**src/hdl/hafc_pkg.sv**
```systemverilog
// shared types, constants and helpers for the hot air heater and fan controller
`default_nettype none

package hafc_pkg;

   localparam int RAW_W      = 10;
   localparam int TEMP_W     = 10;
   localparam int FAN_W      = 7;
   localparam int PWM_W      = 8;
   localparam int GAIN_W     = 8;
   localparam int MARGIN_W   = 8;
   localparam int DELAY_W    = 13;
   localparam int KNOB_W     = 10;
   localparam int STEP_W     = 4;
   localparam int ACC_W      = 18;
   localparam int MPLIER_W   = 8;
   localparam int QUOT_W     = 10;
   localparam int CNT_W      = 4;
   localparam int CSR_IDX_W  = 4;
   localparam int CSR_DATA_W = 10;

   localparam int MUL_STEPS  = 8;
   localparam int DIV_STEPS  = QUOT_W;

   localparam logic [CNT_W-1:0] CNT_MUL = CNT_W'(MUL_STEPS - 1);
   localparam logic [CNT_W-1:0] CNT_DIV = CNT_W'(DIV_STEPS - 1);

   localparam int RAW_LO_I     = 55;
   localparam int RAW_HI_I     = 140;
   localparam int FULL_SPEED_I = 100;
   localparam int KNOB_STEP_I  = 5;

   localparam logic [RAW_W-1:0]  RAW_LO          = RAW_W'(RAW_LO_I);
   localparam logic [RAW_W-1:0]  RAW_HI          = RAW_W'(RAW_HI_I);
   localparam logic [FAN_W-1:0]  FULL_SPEED      = FAN_W'(FULL_SPEED_I);
   localparam logic [KNOB_W-1:0] FULL_SPEED_KNOB = KNOB_W'(FULL_SPEED_I / KNOB_STEP_I);
   localparam logic [KNOB_W-1:0] KNOB_MAX        = KNOB_W'(1023 / KNOB_STEP_I);
   localparam logic [ACC_W-1:0]  DELAY_MIN       = ACC_W'(3000);
   localparam logic [ACC_W-1:0]  DELAY_MAX       = ACC_W'(8500);
   localparam logic [DELAY_W-1:0] FIRE_MAX       = DELAY_W'(8500 - 3000);
   localparam logic [ACC_W-1:0]  DIV_TOP_TEMP    =
      ACC_W'((RAW_HI_I - RAW_LO_I) * (2 ** (DIV_STEPS - 1)));
   localparam logic [ACC_W-1:0]  DIV_TOP_FAN     =
      ACC_W'(FULL_SPEED_I * (2 ** (DIV_STEPS - 1)));
   localparam logic [ACC_W-1:0]  RECIP_5         = ACC_W'(205);

   localparam logic [GAIN_W-1:0]   GAIN_RST          = GAIN_W'(50);
   localparam logic [TEMP_W-1:0]   MIN_TEMP_RST      = TEMP_W'(200);
   localparam logic [TEMP_W-1:0]   MAX_TEMP_RST      = TEMP_W'(450);
   localparam logic [FAN_W-1:0]    MIN_FAN_RST       = FAN_W'(10);
   localparam logic [PWM_W-1:0]    MIN_PWM_RST       = PWM_W'(120);
   localparam logic [PWM_W-1:0]    MAX_PWM_RST       = PWM_W'(255);
   localparam logic [MARGIN_W-1:0] MARGIN_RST        = MARGIN_W'(5);
   localparam logic [RAW_W-1:0]    FAN_THRESHOLD_RST = RAW_W'(20);
   localparam logic [TEMP_W-1:0]   TARGET_RST        = TEMP_W'(350);
   localparam logic [FAN_W-1:0]    FAN_PERCENT_RST   = FAN_W'(50);

   localparam logic [CSR_IDX_W-1:0] CSR_GAIN          = CSR_IDX_W'(0);
   localparam logic [CSR_IDX_W-1:0] CSR_MIN_TEMP      = CSR_IDX_W'(1);
   localparam logic [CSR_IDX_W-1:0] CSR_MAX_TEMP      = CSR_IDX_W'(2);
   localparam logic [CSR_IDX_W-1:0] CSR_MIN_FAN_SPEED = CSR_IDX_W'(3);
   localparam logic [CSR_IDX_W-1:0] CSR_MIN_PWM       = CSR_IDX_W'(4);
   localparam logic [CSR_IDX_W-1:0] CSR_MAX_PWM       = CSR_IDX_W'(5);
   localparam logic [CSR_IDX_W-1:0] CSR_ERROR_MARGIN  = CSR_IDX_W'(6);
   localparam logic [CSR_IDX_W-1:0] CSR_FAN_THRESHOLD = CSR_IDX_W'(7);

   typedef struct packed {
      logic [RAW_W-1:0]         raw_sample;
      logic                     heater_switch;
      logic signed [STEP_W-1:0] encoder_step;
      logic                     button_click;
   } req_type;

   typedef struct packed {
      logic [PWM_W-1:0]   fan_duty;
      logic               heater_enable;
      logic [DELAY_W-1:0] firing_delay;
      logic [TEMP_W-1:0]  setpoint;
      logic [FAN_W-1:0]   fan_speed;
      logic [TEMP_W-1:0]  measured_temp;
      logic               editing_setpoint;
   } rsp_type;

   typedef struct packed {
      logic load;
      logic mul_en;
      logic div_en;
   } lane_ctrl_type;

   typedef enum logic [2:0] {
      ST_IDLE,
      ST_KNOB,
      ST_RELOAD,
      ST_MUL,
      ST_DIV,
      ST_MEAS,
      ST_PROD,
      ST_DONE
   } state_type;

   // floor(v / 5) for any 10 bit value, by reciprocal multiply
   function automatic logic [KNOB_W-1:0] div5(input logic [TEMP_W-1:0] v);
      logic [ACC_W-1:0] p;
      p = ACC_W'(v) * RECIP_5;
      return KNOB_W'(p[ACC_W-1:TEMP_W]);
   endfunction

endpackage

`default_nettype wire

```
**src/hdl/hafc_lane.sv**
```systemverilog
// bit-serial shift-add multiplier followed by shift-subtract divider by a constant
`default_nettype none

module hafc_lane (
   input  wire                                clock,
   input  wire hafc_pkg::lane_ctrl_type       ctrl,
   input  wire [hafc_pkg::ACC_W-1:0]          mcand_load,
   input  wire [hafc_pkg::MPLIER_W-1:0]       mplier_load,
   input  wire [hafc_pkg::ACC_W-1:0]          div_top,
   output logic [hafc_pkg::ACC_W-1:0]         acc,
   output logic [hafc_pkg::QUOT_W-1:0]        quot
);

   logic [hafc_pkg::ACC_W-1:0]    mcand_ff, mcand_in;
   logic [hafc_pkg::MPLIER_W-1:0] mplier_ff, mplier_in;
   logic [hafc_pkg::ACC_W-1:0]    acc_ff, acc_in;
   logic [hafc_pkg::QUOT_W-1:0]   quot_ff, quot_in;
   logic [hafc_pkg::ACC_W-1:0]    diff;

   always_comb begin
      mcand_in  = mcand_ff;
      mplier_in = mplier_ff;
      acc_in    = acc_ff;
      quot_in   = quot_ff;
      diff      = acc_ff - div_top;
      if (ctrl.load) begin
         mcand_in  = mcand_load;
         mplier_in = mplier_load;
         acc_in    = '0;
         quot_in   = '0;
      end else if (ctrl.mul_en) begin
         acc_in    = acc_ff + (mplier_ff[0] ? mcand_ff : '0);
         mcand_in  = {mcand_ff[hafc_pkg::ACC_W-2:0], 1'b0};
         mplier_in = {1'b0, mplier_ff[hafc_pkg::MPLIER_W-1:1]};
      end else if (ctrl.div_en) begin
         if (acc_ff >= div_top) begin
            acc_in  = {diff[hafc_pkg::ACC_W-2:0], 1'b0};
            quot_in = {quot_ff[hafc_pkg::QUOT_W-2:0], 1'b1};
         end else begin
            acc_in  = {acc_ff[hafc_pkg::ACC_W-2:0], 1'b0};
            quot_in = {quot_ff[hafc_pkg::QUOT_W-2:0], 1'b0};
         end
      end
   end

   always_ff @(posedge clock) begin
      mcand_ff  <= mcand_in;
      mplier_ff <= mplier_in;
      acc_ff    <= acc_in;
      quot_ff   <= quot_in;
   end

   assign acc  = acc_ff;
   assign quot = quot_ff;

endmodule

`default_nettype wire

```
**src/hdl/hot_air_heater_fan_controller.sv**
```systemverilog
// top level of the hot air heater and fan controller, one control pass per item
// Usage:
//   req_* carries one control pass (raw sample, switch, encoder step, click);
//   rsp_* returns one result item per pass (fan duty, heater enable, firing
//   delay, setpoint, fan speed, measured temperature, edit mode).
//   csr_* writes the eight control registers by index; it is always ready and
//   should only be used while no pass is in flight.
// Sequence:
//   an accepted item runs knob update, click reload, 8 multiply steps and
//   10 divide steps on two bit-serial lanes, a combine step, then 8 steps
//   of the gain multiply on the temperature lane, then waits in the done state.
//   req_ready is high only when the sequencer is idle, so a new item is taken
//   only once the previous result has moved into the output register.
// Reset (synchronous, active high): control and sequencer registers return
//   to defaults: setpoint 350, fan speed 50, fan speed edit mode, no result pending.
// Stall: the result sits in an output register; a new item is accepted
//   while it waits, and the next result holds in the done state until
//   the output register is free.
`default_nettype none

module hot_air_heater_fan_controller (
   input  wire                                  clock,
   input  wire                                  reset,
   input  wire                                  req_valid,
   output logic                                 req_ready,
   input  wire hafc_pkg::req_type               req_data,
   output logic                                 rsp_valid,
   input  wire                                  rsp_ready,
   output hafc_pkg::rsp_type                    rsp_data,
   input  wire                                  csr_valid,
   output logic                                 csr_ready,
   input  wire [hafc_pkg::CSR_IDX_W-1:0]        csr_index,
   input  wire [hafc_pkg::CSR_DATA_W-1:0]       csr_data
);

   // control registers
   logic [hafc_pkg::GAIN_W-1:0]   gain_ff;
   logic [hafc_pkg::TEMP_W-1:0]   min_temp_ff;
   logic [hafc_pkg::TEMP_W-1:0]   max_temp_ff;
   logic [hafc_pkg::FAN_W-1:0]    min_fan_ff;
   logic [hafc_pkg::PWM_W-1:0]    min_pwm_ff;
   logic [hafc_pkg::PWM_W-1:0]    max_pwm_ff;
   logic [hafc_pkg::MARGIN_W-1:0] margin_ff;
   logic [hafc_pkg::RAW_W-1:0]    fan_threshold_ff;

   // sequencer and state
   hafc_pkg::state_type           state_ff, state_in;
   logic [hafc_pkg::CNT_W-1:0]    cnt_ff, cnt_in;
   hafc_pkg::req_type             item_ff;
   logic signed [hafc_pkg::KNOB_W-1:0] knob_ff;
   logic [hafc_pkg::TEMP_W-1:0]   target_ff;
   logic [hafc_pkg::FAN_W-1:0]    fan_ff;
   logic                          mode_ff;
   logic [hafc_pkg::TEMP_W-1:0]   measured_ff;
   logic [hafc_pkg::PWM_W-1:0]    duty_ff;
   logic                          heat_ff;
   logic                          rsp_valid_ff;
   hafc_pkg::rsp_type             rsp_ff;

   logic                          req_accept;
   logic                          rsp_load;
   hafc_pkg::lane_ctrl_type       ctrl_a, ctrl_b;

   // lane operands and results
   logic [hafc_pkg::ACC_W-1:0]    mcand_a, mcand_b;
   logic [hafc_pkg::MPLIER_W-1:0] mplier_a, mplier_b;
   logic [hafc_pkg::ACC_W-1:0]    acc_a, acc_b;
   logic [hafc_pkg::QUOT_W-1:0]   quot_a, quot_b;

   // datapath
   logic [hafc_pkg::RAW_W-1:0]    raw_clamped;
   logic [hafc_pkg::RAW_W-1:0]    raw_offset;
   logic                          temp_neg;
   logic [hafc_pkg::TEMP_W-1:0]   temp_span;
   logic                          pwm_neg;
   logic [hafc_pkg::PWM_W-1:0]    pwm_span;
   logic signed [hafc_pkg::KNOB_W+1:0] knob_x, knob5;
   logic signed [hafc_pkg::KNOB_W+1:0] hi12, lo12, full12, lof12;
   logic signed [hafc_pkg::KNOB_W+1:0] t_val, f_val;
   logic signed [hafc_pkg::KNOB_W-1:0] t_knob, f_knob;
   logic [hafc_pkg::TEMP_W-1:0]   reload_src;
   logic signed [hafc_pkg::KNOB_W+1:0] q_a, q_b, meas_s, duty_s, err_s;
   logic [hafc_pkg::PWM_W-1:0]    duty_sat;
   logic                          fan_run;
   logic                          heat;
   logic [hafc_pkg::ACC_W-1:0]    p_clamped;
   logic [hafc_pkg::ACC_W-1:0]    fire_full;
   logic [hafc_pkg::DELAY_W-1:0]  fire;

   assign csr_ready  = 1'b1;
   assign req_accept = req_valid && req_ready;

   always_ff @(posedge clock) begin
      if (reset) begin
         gain_ff          <= hafc_pkg::GAIN_RST;
         min_temp_ff      <= hafc_pkg::MIN_TEMP_RST;
         max_temp_ff      <= hafc_pkg::MAX_TEMP_RST;
         min_fan_ff       <= hafc_pkg::MIN_FAN_RST;
         min_pwm_ff       <= hafc_pkg::MIN_PWM_RST;
         max_pwm_ff       <= hafc_pkg::MAX_PWM_RST;
         margin_ff        <= hafc_pkg::MARGIN_RST;
         fan_threshold_ff <= hafc_pkg::FAN_THRESHOLD_RST;
      end else if (csr_valid && csr_ready) begin
         unique case (csr_index)
            hafc_pkg::CSR_GAIN:          gain_ff <= csr_data[hafc_pkg::GAIN_W-1:0];
            hafc_pkg::CSR_MIN_TEMP:      min_temp_ff <= csr_data[hafc_pkg::TEMP_W-1:0];
            hafc_pkg::CSR_MAX_TEMP:      max_temp_ff <= csr_data[hafc_pkg::TEMP_W-1:0];
            hafc_pkg::CSR_MIN_FAN_SPEED: min_fan_ff <= csr_data[hafc_pkg::FAN_W-1:0];
            hafc_pkg::CSR_MIN_PWM:       min_pwm_ff <= csr_data[hafc_pkg::PWM_W-1:0];
            hafc_pkg::CSR_MAX_PWM:       max_pwm_ff <= csr_data[hafc_pkg::PWM_W-1:0];
            hafc_pkg::CSR_ERROR_MARGIN:  margin_ff <= csr_data[hafc_pkg::MARGIN_W-1:0];
            hafc_pkg::CSR_FAN_THRESHOLD: fan_threshold_ff <= csr_data[hafc_pkg::RAW_W-1:0];
            default: ;
         endcase
      end
   end

   // next state
   always_comb begin
      state_in = state_ff;
      unique case (state_ff)
         hafc_pkg::ST_IDLE:   if (req_accept) state_in = hafc_pkg::ST_KNOB;
         hafc_pkg::ST_KNOB:   state_in = hafc_pkg::ST_RELOAD;
         hafc_pkg::ST_RELOAD: state_in = hafc_pkg::ST_MUL;
         hafc_pkg::ST_MUL:    if (cnt_ff == '0) state_in = hafc_pkg::ST_DIV;
         hafc_pkg::ST_DIV:    if (cnt_ff == '0) state_in = hafc_pkg::ST_MEAS;
         hafc_pkg::ST_MEAS:   state_in = hafc_pkg::ST_PROD;
         hafc_pkg::ST_PROD:   if (cnt_ff == '0) state_in = hafc_pkg::ST_DONE;
         hafc_pkg::ST_DONE:   if (rsp_load) state_in = hafc_pkg::ST_IDLE;
         default:             state_in = hafc_pkg::ST_IDLE;
      endcase
   end

   // sequencer outputs
   always_comb begin
      req_ready = 1'b0;
      rsp_load  = 1'b0;
      ctrl_a    = '0;
      ctrl_b    = '0;
      cnt_in    = cnt_ff;
      unique case (state_ff)
         hafc_pkg::ST_IDLE: begin
            req_ready   = 1'b1;
            ctrl_a.load = req_accept;
            ctrl_b.load = req_accept;
         end
         hafc_pkg::ST_KNOB: ;
         hafc_pkg::ST_RELOAD: begin
            cnt_in = hafc_pkg::CNT_MUL;
         end
         hafc_pkg::ST_MUL: begin
            ctrl_a.mul_en = 1'b1;
            ctrl_b.mul_en = 1'b1;
            cnt_in = (cnt_ff == '0) ? hafc_pkg::CNT_DIV : cnt_ff - 1'b1;
         end
         hafc_pkg::ST_DIV: begin
            ctrl_a.div_en = 1'b1;
            ctrl_b.div_en = 1'b1;
            cnt_in = cnt_ff - 1'b1;
         end
         hafc_pkg::ST_MEAS: begin
            ctrl_a.load = 1'b1;
            cnt_in      = hafc_pkg::CNT_MUL;
         end
         hafc_pkg::ST_PROD: begin
            ctrl_a.mul_en = 1'b1;
            cnt_in = cnt_ff - 1'b1;
         end
         hafc_pkg::ST_DONE: begin
            rsp_load = !rsp_valid_ff || rsp_ready;
         end
         default: ;
      endcase
   end

   // operand set-up
   always_comb begin
      raw_clamped = req_data.raw_sample;
      if (req_data.raw_sample < hafc_pkg::RAW_LO) raw_clamped = hafc_pkg::RAW_LO;
      if (req_data.raw_sample > hafc_pkg::RAW_HI) raw_clamped = hafc_pkg::RAW_HI;
      raw_offset = raw_clamped - hafc_pkg::RAW_LO;
      temp_neg   = max_temp_ff < min_temp_ff;
      temp_span  = temp_neg ? min_temp_ff - max_temp_ff : max_temp_ff - min_temp_ff;
      pwm_neg    = max_pwm_ff < min_pwm_ff;
      pwm_span   = pwm_neg ? min_pwm_ff - max_pwm_ff : max_pwm_ff - min_pwm_ff;
   end

   always_comb begin
      mcand_b  = hafc_pkg::ACC_W'(pwm_span);
      mplier_b = hafc_pkg::MPLIER_W'(fan_ff);
      if (state_ff == hafc_pkg::ST_MEAS) begin
         mcand_a  = hafc_pkg::ACC_W'(err_s[hafc_pkg::TEMP_W-1:0]);
         mplier_a = hafc_pkg::MPLIER_W'(gain_ff);
      end else begin
         mcand_a  = hafc_pkg::ACC_W'(temp_span);
         mplier_a = hafc_pkg::MPLIER_W'(raw_offset);
      end
   end

   // knob to setpoint or fan speed, upper bound first then lower bound
   always_comb begin
      knob_x = {{2{knob_ff[hafc_pkg::KNOB_W-1]}}, knob_ff};
      knob5  = (knob_x <<< 2) + knob_x;
      hi12   = $signed({2'b00, max_temp_ff});
      lo12   = $signed({2'b00, min_temp_ff});
      full12 = $signed({5'b00000, hafc_pkg::FULL_SPEED});
      lof12  = $signed({5'b00000, min_fan_ff});
      t_val  = knob5;
      t_knob = knob_ff;
      if (t_val > hi12) begin
         t_val  = hi12;
         t_knob = hafc_pkg::div5(max_temp_ff);
      end
      if (t_val < lo12) begin
         t_val  = lo12;
         t_knob = hafc_pkg::div5(min_temp_ff);
      end
      f_val  = knob5;
      f_knob = knob_ff;
      if (f_val > full12) begin
         f_val  = full12;
         f_knob = hafc_pkg::FULL_SPEED_KNOB;
      end
      if (f_val < lof12) begin
         f_val  = lof12;
         f_knob = hafc_pkg::div5(hafc_pkg::TEMP_W'(min_fan_ff));
      end
      reload_src = !mode_ff ? target_ff : hafc_pkg::TEMP_W'(fan_ff);
   end

   // combine quotients into temperature, duty and error
   always_comb begin
      q_a      = $signed({2'b00, quot_a});
      q_b      = $signed({2'b00, quot_b});
      meas_s   = lo12 + (temp_neg ? -q_a : q_a);
      duty_s   = $signed({4'b0000, min_pwm_ff}) + (pwm_neg ? -q_b : q_b);
      duty_sat = duty_s[hafc_pkg::PWM_W-1:0];
      if (duty_s < 0) duty_sat = '0;
      if (duty_s > $signed({4'b0000, {hafc_pkg::PWM_W{1'b1}}})) duty_sat = '1;
      fan_run  = item_ff.heater_switch || (item_ff.raw_sample > fan_threshold_ff);
      err_s    = $signed({2'b00, target_ff}) - meas_s;
      heat     = item_ff.heater_switch && (err_s > $signed({4'b0000, margin_ff}));
   end

   always_comb begin
      p_clamped = acc_a;
      if (acc_a < hafc_pkg::DELAY_MIN) p_clamped = hafc_pkg::DELAY_MIN;
      if (acc_a > hafc_pkg::DELAY_MAX) p_clamped = hafc_pkg::DELAY_MAX;
      fire_full = hafc_pkg::DELAY_MAX - p_clamped;
      fire      = heat_ff ? fire_full[hafc_pkg::DELAY_W-1:0] : '0;
   end

   always_ff @(posedge clock) begin
      if (reset) begin
         state_ff     <= hafc_pkg::ST_IDLE;
         cnt_ff       <= '0;
         knob_ff      <= '0;
         target_ff    <= hafc_pkg::TARGET_RST;
         fan_ff       <= hafc_pkg::FAN_PERCENT_RST;
         mode_ff      <= 1'b0;
         rsp_valid_ff <= 1'b0;
      end else begin
         state_ff <= state_in;
         cnt_ff   <= cnt_in;
         if (req_accept) begin
            knob_ff <= knob_ff + {{(hafc_pkg::KNOB_W - hafc_pkg::STEP_W)
                                   {req_data.encoder_step[hafc_pkg::STEP_W-1]}},
                                  req_data.encoder_step};
         end
         if (state_ff == hafc_pkg::ST_KNOB) begin
            if (mode_ff) begin
               target_ff <= t_val[hafc_pkg::TEMP_W-1:0];
               knob_ff   <= t_knob;
            end else begin
               fan_ff  <= f_val[hafc_pkg::FAN_W-1:0];
               knob_ff <= f_knob;
            end
         end
         if (state_ff == hafc_pkg::ST_RELOAD && item_ff.button_click) begin
            mode_ff <= !mode_ff;
            knob_ff <= hafc_pkg::div5(reload_src);
         end
         if (rsp_load) begin
            rsp_valid_ff <= 1'b1;
         end else if (rsp_ready) begin
            rsp_valid_ff <= 1'b0;
         end
      end
   end

   always_ff @(posedge clock) begin
      if (req_accept) begin
         item_ff <= req_data;
      end
      if (state_ff == hafc_pkg::ST_MEAS) begin
         measured_ff <= meas_s[hafc_pkg::TEMP_W-1:0];
         duty_ff     <= fan_run ? duty_sat : '0;
         heat_ff     <= heat;
      end
      if (rsp_load) begin
         rsp_ff.fan_duty         <= duty_ff;
         rsp_ff.heater_enable    <= heat_ff;
         rsp_ff.firing_delay     <= fire;
         rsp_ff.setpoint         <= target_ff;
         rsp_ff.fan_speed        <= fan_ff;
         rsp_ff.measured_temp    <= measured_ff;
         rsp_ff.editing_setpoint <= mode_ff;
      end
   end

   assign rsp_valid = rsp_valid_ff;
   assign rsp_data  = rsp_ff;

   hafc_lane u_lane_temp (
      .clock       (clock),
      .ctrl        (ctrl_a),
      .mcand_load  (mcand_a),
      .mplier_load (mplier_a),
      .div_top     (hafc_pkg::DIV_TOP_TEMP),
      .acc         (acc_a),
      .quot        (quot_a)
   );

   hafc_lane u_lane_fan (
      .clock       (clock),
      .ctrl        (ctrl_b),
      .mcand_load  (mcand_b),
      .mplier_load (mplier_b),
      .div_top     (hafc_pkg::DIV_TOP_FAN),
      .acc         (acc_b),
      .quot        (quot_b)
   );

`ifndef SYNTHESIS
   a_accept_starts: assert property (@(posedge clock) disable iff (reset)
      req_accept |=> state_ff == hafc_pkg::ST_KNOB)
      else $error("accepted item did not start the sequencer");

   a_knob_range: assert property (@(posedge clock) disable iff (reset)
      state_ff == hafc_pkg::ST_MUL |-> knob_ff >= 0 &&
         knob_ff <= $signed(hafc_pkg::KNOB_MAX))
      else $error("knob position out of range after update");

   a_div_temp_bound: assert property (@(posedge clock) disable iff (reset)
      state_ff == hafc_pkg::ST_DIV |-> acc_a < (hafc_pkg::DIV_TOP_TEMP << 1))
      else $error("temperature lane remainder out of range");

   a_div_fan_bound: assert property (@(posedge clock) disable iff (reset)
      state_ff == hafc_pkg::ST_DIV |-> acc_b < (hafc_pkg::DIV_TOP_FAN << 1))
      else $error("fan lane remainder out of range");

   a_fire_consistent: assert property (@(posedge clock) disable iff (reset)
      rsp_valid_ff |-> (rsp_ff.heater_enable && rsp_ff.firing_delay <= hafc_pkg::FIRE_MAX) ||
         (!rsp_ff.heater_enable && rsp_ff.firing_delay == '0))
      else $error("firing delay inconsistent with heater enable");
`endif

endmodule

`default_nettype wire
```
**config.mk**
```make
export PLATFORM = sky130hd
export DESIGN_NAME = hot_air_heater_fan_controller
export DESIGN_NICKNAME = d
export VERILOG_FILES = /design/src/hdl/hafc_pkg.sv /design/src/hdl/hafc_lane.sv /design/src/hdl/hot_air_heater_fan_controller.sv
export SDC_FILE = /design/constraint.sdc
export NUM_CORES = 1
export LEC_CHECK = 0
export BUFFER_PORTS_ARGS = -buffer_cell sky130_fd_sc_hd__buf_2
export CAP_MARGIN = 30
export CELL_PAD_IN_SITES_DETAIL_PLACEMENT = 0
export CELL_PAD_IN_SITES_GLOBAL_PLACEMENT = 1
export CORE_ASPECT_RATIO = 1.4
export CORE_UTILIZATION = 50
export CTS_CLUSTER_SIZE = 16
export DETAILED_ROUTE_END_ITERATION = 10
export GPL_ROUTABILITY_DRIVEN = 0
export GPL_TIMING_DRIVEN = 0
export PLACE_DENSITY = 0.8
export SKIP_CTS_REPAIR_TIMING = 1
export SLEW_MARGIN = 5
export SYNTH_ARGS = -nofsm -noshare
export SYNTH_HDL_FRONTEND = slang
export SYNTH_HIERARCHICAL = 1
export SYNTH_SLANG_ARGS = --single-unit
```
**constraint.sdc**
```tcl
create_clock -name clock -period 7.2 [get_ports clock]
set_clock_uncertainty 0.2 [all_clocks]
set_input_delay 1.44 -clock clock [delete_from_list [all_inputs] [get_ports clock]]
set_output_delay 1.44 -clock clock [all_outputs]
set_load 0.005 [all_outputs]
```
==> results.md, run 1 <==
* Post-synth EDFFs at 133
* Post-route setup TNS at 0 ns
* Worst vdd ir at 0.3627 mV
* Reg2reg path depth at 26
* Endpoints failing setup at 0
* Detail Route Antenna Nets at 0
* Simple-gate portion of the synthesized area at 0.1327
* RR Startpoint: knob_ff[0]
* Crit path launch: knob_ff[0]
* CTS Sinks at 294
* I/O pin count at 88
* # rows at 98
* Initial antenna violation count at 5
* Pwr Density at 282.5 mW/mm2
* Residual DRC at 0
* Leak at 12.86 nW
* Post-Synthesis Cell Area at 0.02592 mm2
* Critical path class: reg -> reg
* Most area-consuming cells after synthesis: ha_1 18%, edfxtp_1 15%, dfxtp_1 12%
* Slew margin rel. at 0.3702
* Die H at 271.4 um
* Port-buffer cells at 81
* Unrepaired setup endpoints after global routing: false
* Status: completed
* Num CTS Buffers at 31
* Clk pin slew, worst setup/hold paths at 0.06 ns
* Initial DRC Count at 1000
* DRT Pass-1 Iters at 7
* Maximum number of pins on one net before global-route repair at 29
* Count of cell types in the netlist at 98
* Register area at 0.007221 mm2
* DRT Wirelength at 68840 um
* Cells after Synth at 2856
* Via count at 21012
* Share of layout cells above drive strength 1 at 0.09558
* Synth top area share at 0.1815
* Adder-cell share of the synthesized area at 0.2371
* Routed vias/inst at 5.668
* Vias in the first global route at 21236
* Dpl hpwl at 55700 um
* Fin. Hold Viols at 0
* # fillers at 4672
* Ys flop type: dfxtp_1
* Worst hold start: measured_ff[3]
* Max-slew violation count at 0
* Net count reported at finish at 3513
* Xor-xnor portion of the synthesized cell area at 0.05266
* Post-synth top area cell: ha_1
* DIE WIDTH at 194.4 um
* Max-cap violations at 0
* Critical path startpoint category: flip-flop
* CTS tree: done
* First-pass GRT wire length at 110300 um
* Worst-Skew Late Latency at 0.59 ns
* CP arrival at 7.13 ns
* Ys Warns at 6
* Htree depth at 1
* Worst path required time at 7.47 ns
* Area of the core at 0.05113 mm2
* Post-synth ARST share at 0
* Multi-input logic area at 0.01730 mm2
* Crit. End Element: flip-flop
* Hold crit path type: reg -> reg
* Main combinational cell family by area after synthesis: adder cells
* Mux cell area share after synthesis at 0.06429
* Total track usage at 0.2605
* Maximum clock path buffer count at 3
* Wire per inst at 18.57 um
* Die footprint at 0.05277 mm2
* Starting Density at 0.5070
* Average cell area after synthesis at 9.077 um2
* Fin Hold WS at 0.2197 ns
* Layout area overhead at 10.04%
* Grt total ovfl at 0
* Final min period at 6.853 ns
* Hold-critical path depth at 0
* Critical Path Fanout Max at 10
* Fmax at 145.9 MHz
* Pin slew with the least headroom to its limit at 0.9361 ns
* Fin crit share at 0.9518
* Seq/Total Area, Yosys at 0.2784
* Flops & latches, synth at 294
* Compound-Gate Fraction of Synth Area at 0.1724
* Root Driver: clkbuf_16
==> synth_stat cells (all sizes together), types with 11 or more instances <==
| library cell | instances |
|---|---|
| fa | 72 |
| edfxtp | 133 |
| inv | 329 |
| or2 | 16 |
| and3 | 12 |
| nand3 | 42 |
| a2111oi | 12 |
| and2 | 53 |
| o21ai | 104 |
| a211o | 47 |
| o211ai | 30 |
| a21oi | 230 |
| nor3 | 62 |
| a211oi | 24 |
| a31oi | 27 |
| nor2b | 31 |
| ha | 376 |
| o21bai | 16 |
| mux2 | 68 |
| o21a | 24 |
| nand2 | 176 |
| nand2b | 25 |
| clkbuf | 54 |
| nor2 | 221 |
| buf | 31 |
| mux2i | 90 |
| nor3b | 11 |
| a21o | 58 |
| o22ai | 20 |
| xnor2 | 91 |
| xor2 | 64 |
| nand4 | 17 |
| dfxtp | 161 |
==> registers in the layout, summed over array words and instances (netlist names), 12 cells and up <==
signal,flops
u_lane_temp/mcand_ff,18
u_lane_fan/acc,18
u_lane_temp/acc,18
u_lane_fan/mcand_ff,18
rsp_data,50
item_ff,12
==> cell usage in the layout, fill, tap and decap left out, types with 25 or more instances in the layout <==
master	instances
conb_1	56
clkbuf_1	50
xor2_1	63
buf_2	95
nand3_1	40
nor2b_1	31
dfxtp_1	158
edfxtp_1	133
nand2b_1	25
a211o_1	47
a31oi_1	27
nor3_1	59
a21oi_1	229
and2_1	52
inv_1	329
nand2_1	176
nor2_1	218
a21o_1	58
clkbuf_16	31
o21ai_0	101
xnor2_1	91
fa_1	72
mux2i_1	90
ha_1	376
o211ai_1	29
mux2_2	68
==> metal layers <==
layer  wire length, um  vias up  track usage
met5                34        -            0
met1             28550     9952       0.3031
met4              3629        6       0.1355
met2             34340      457       0.4719
li1                  -    10425            -
met3              2283      172      0.02485
==> cell type report <==
| cell class | instances | share of cell area |
|---|---|---|
| multi-input combinational | 2200 | 0.6066 |
| antenna | 2 | 0.0001754 |
| clock buffer | 33 | 0.02746 |
| clock inverter | 25 | 0.009211 |
| sequential | 294 | 0.2531 |
| inverter | 331 | 0.04355 |
| timing repair buffer | 88 | 0.01833 |
| tap | 650 | 0.02851 |
| buffer | 84 | 0.01307 |
==> worst paths after layout <==
check                                    end  slack [ns]
worst min register to register   rsp_data[4]        0.22
worst max-delay path            target_ff[4]        0.35
worst max register to register  target_ff[4]        0.35
worst min-delay path             rsp_data[4]        0.22
==> metrics by stage <==
stage | utilization | total power [mW] | cell area (um2) | instances | worst slack [ns]
3_3_place_gp | 0.5348 | 6.263 | 27350 | 3641 | 0.1316
3_5_place_dp | 0.5372 | 6.365 | 27470 | 3647 | 0.08281
5_1_grt | 0.5579 | 8.605 | 28530 | 3707 | 0.01470
6_report | 0.5579 | 8.059 | 28530 | 3707 | 0.3468
4_1_cts | 0.5576 | 8.052 | 28510 | 3705 | 0.02260
2_1_floorplan | - | 5.311 | 26130 | 2910 | 1.394
==> critical path: stages (launching register included) <==
cell	delay [ns]
dfxtp_1	0.37
ha_1	0.24
fa_1	0.42
a21o_1	0.17
a21oi_1	0.18
xnor2_1	0.35
ha_1	0.37
nand3_1	0.12
nor3_1	0.06
a21oi_1	0.10
o21ai_0	0.16
and2_1	0.23
nor2_1	0.20
clkbuf_2	0.31
mux2_2	0.41
ha_1	0.29
and4_1	0.20
nand3_1	0.08
a21oi_1	0.22
o21ai_0	0.19
nand4bb_1	0.22
nand3_1	0.36
buf_2	0.36
buf_2	0.32
mux2i_1	0.22
nor2_1	0.07
a211o_1	0.29
==> cell families (layout without fill, tap and decap cells) <==
kind of cell             after synthesis  in the layout
XOR/XNOR                             155            155
AND/OR/NAND/NOR                      709            709
buffers and inverters                416            561
flip-flops                           294            294
adder cells (fa/ha/maj)              448            448
other                                  2             58
multiplexers                         158            158
AO/OA/AOI/OAI                        674            674
==> power breakdown <==
part	total [mW]	leakage (nW)	internal, mW	switching (mW)
clock	1.66	0.498	0.940	0.719
sequential	2.13	2.53	1.94	0.181
combinational	4.27	9.83	1.80	2.47
Power figures use the tool's default switching activity.
==> run 2: changes to the inputs <==
--- a/config.mk
+++ b/config.mk
@@ -16,6 +16,7 @@
 export GPL_ROUTABILITY_DRIVEN = 0
 export GPL_TIMING_DRIVEN = 0
 export PLACE_DENSITY = 0.8
+export REMOVE_ABC_BUFFERS = 1
 export SKIP_CTS_REPAIR_TIMING = 1
 export SLEW_MARGIN = 5
 export SYNTH_ARGS = -nofsm -noshare
==> results.md, run 2 (synthesis results as in run 1) <==
* Layout area overhead at 9.837% (was 10.04%)
* Critical path startpoint category: flip-flop (unchanged)
* Pwr Density at 285.6 mW/mm2 (was 282.5 mW/mm2)
* Clk pin slew, worst setup/hold paths at 0.06 ns (about the same)
* DRT Wirelength at 65530 um (was 68840 um)
* Post-route insts no fill at 3640 (was 3707)
* Wire per inst at 18.00 um (was 18.57 um)
* CP arrival at 7.14 ns (was 7.13 ns)
* CP max stage delay at 0.55 ns (was 0.42 ns)
* Maximum number of pins on one net before global-route repair at 76 (was 29)
* Detail Route Antenna Nets at 0 (unchanged)
* DIE WIDTH at 194.4 um (unchanged)
* I/O pin count at 88 (unchanged)
* Worst path required time at 7.47 ns (about the same)
* Die footprint at 0.05277 mm2 (unchanged)
* Fmax at 145.5 MHz (was 145.9 MHz)
* Cells after DPL at 3575 (was 3647)
* Slew margin rel. at 0.3327 (was 0.3702)
* Unrepaired setup endpoints after global routing: false (unchanged)
* Final min period at 6.872 ns (was 6.853 ns)
* Max-cap violations at 0 (unchanged)
* Total track usage at 0.2503 (was 0.2605)
* Critical Path Fanout Max at 13 (was 10)
* Slowest cell on the critical path: mux2i_1 (was fa_1)
* Num CTS Buffers at 35 (was 31)
* Via count at 20611 (was 21012)
* CTS Sinks at 294 (unchanged)
* Endpoints failing setup at 0 (unchanged)
* Worst vdd ir at 0.3368 mV (was 0.3627 mV)
* Htree depth at 2 (was 1)
* Routed vias/inst at 5.662 (was 5.668)
* Net count reported at finish at 3446 (was 3513)
* Die H at 271.4 um (unchanged)
* Grt total ovfl at 0 (unchanged)
* Starting Density at 0.5070 (unchanged)
* Fin. Hold Viols at 0 (unchanged)
* Commonest non-fill, non-tap cell in the layout: ha_1 (unchanged)
* Share of layout cells above drive strength 1 at 0.09803 (was 0.09558)
* CP top delay family: compound AO/OA/AOI/OAI gates (was simple AND/OR/NAND/NOR gates)
* First-pass GRT wire length at 106000 um (was 110300 um)
* Leak at 12.84 nW (was 12.86 nW)
* Fin crit share at 0.9545 (was 0.9518)
* Initial antenna violation count at 0 (was 5)
* Worst-Skew Late Latency at 0.55 ns (was 0.59 ns)
* Initial DRC Count at 955 (was 1000)
* # rows at 98 (unchanged)
* Max reg flops at 50 (unchanged)
* Hold crit path type: reg -> reg (unchanged)
* Dpl hpwl at 51790 um (was 55700 um)
* Critical path buffers and inverters at 2 (was 3)
* Maximum clock path buffer count at 3 (unchanged)
* Fin Hold WS at 0.2152 ns (was 0.2197 ns)
* Max-slew violation count at 0 (unchanged)
* Root Driver: clkbuf_16 (unchanged)
* DRT Pass-1 Iters at 5 (was 7)
* Area of the core at 0.05113 mm2 (unchanged)
* CTS tree: done (unchanged)
* Status: completed (unchanged)
* Port-buffer cells at 86 (was 81)
* Crit. End Element: flip-flop (unchanged)
* Most frequent cells in the layout: 376 x ha_1, 328 x inv_1, 229 x a21oi_1 (was 376 x ha_1, 329 x inv_1, 229 x a21oi_1)
* Pin slew with the least headroom to its limit at 0.9949 ns (was 0.9361 ns)
* Vias in the first global route at 20754 (was 21236)
* Total Power at 8.131 mW (was 8.059 mW)
* Critical path class: reg -> reg (unchanged)
* Residual DRC at 0 (unchanged)
-- run 2: cell types whose count changed in the layout (fill, tap and decap cells not counted), sizes merged, moves of 3 or more --
| cell | previous run | this run |
|---|---|---|
| buf | 118 | 101 |
| bufinv | 4 | 0 |
| clkbuf | 87 | 49 |
| clkinv | 15 | 12 |
| clkinvlp | 5 | 0 |
-- run 2: final cells by class --
| type | count | area [um2] |
|---|---|---|
| Fill cell | 4593 | 22660 |
| Sequential cell | 294 | 7217 |
| Timing Repair Buffer | 101 | 706.9 |
| Clock inverter | 14 | 82.58 |
| Tap cell | 650 | 813.3 |
| Inverter | 331 | 1242 |
| Multi-Input combinational cell | 2200 | 17380 |
| Clock buffer | 49 | 1032 |
| Antenna cell | 1 | 2.502 |
-- run 2: layer usage --
metal	global-route usage	up-vias	routed length, um
met5	0	-	0
met4	0.1324	0	3555
met3	0.02721	151	2197
met2	0.4465	395	32170
met1	0.2942	9762	27610
li1	-	10303	-
-- run 2: path summary, 6_finish.rpt --
path,from,endpoint,slack (ns),cells after the start
worst min-delay path,duty_ff[3],rsp_data[45],0.22,0
worst min register to register,duty_ff[3],rsp_data[45],0.22,0
worst max register to register,knob_ff[0],knob_ff[1],0.33,26
worst max-delay path,knob_ff[0],knob_ff[1],0.33,26
-- run 2: report_power, final --
group,switching (mW),total [mW],internal (mW)
Clock,0.734,1.74,1.01
Sequential,0.186,2.13,1.95
Combinational,2.43,4.26,1.83
Total,3.35,8.13,4.78
-- run 2: through the flow --
stage | area (um2) | setup slack, ns | setup TNS [ns] | utilization
2_1_floorplan | 25760 | 1.038 | 0 | -
3_3_place_gp | 27000 | -0.7290 | -2.854 | 0.5280
3_5_place_dp | 27330 | -0.4850 | -0.9395 | 0.5345
4_1_cts | 28440 | -0.5370 | -1.091 | 0.5563
5_1_grt | 28470 | 0.01103 | 0 | 0.5568
6_report | 28470 | 0.3276 | 0 | 0.5569
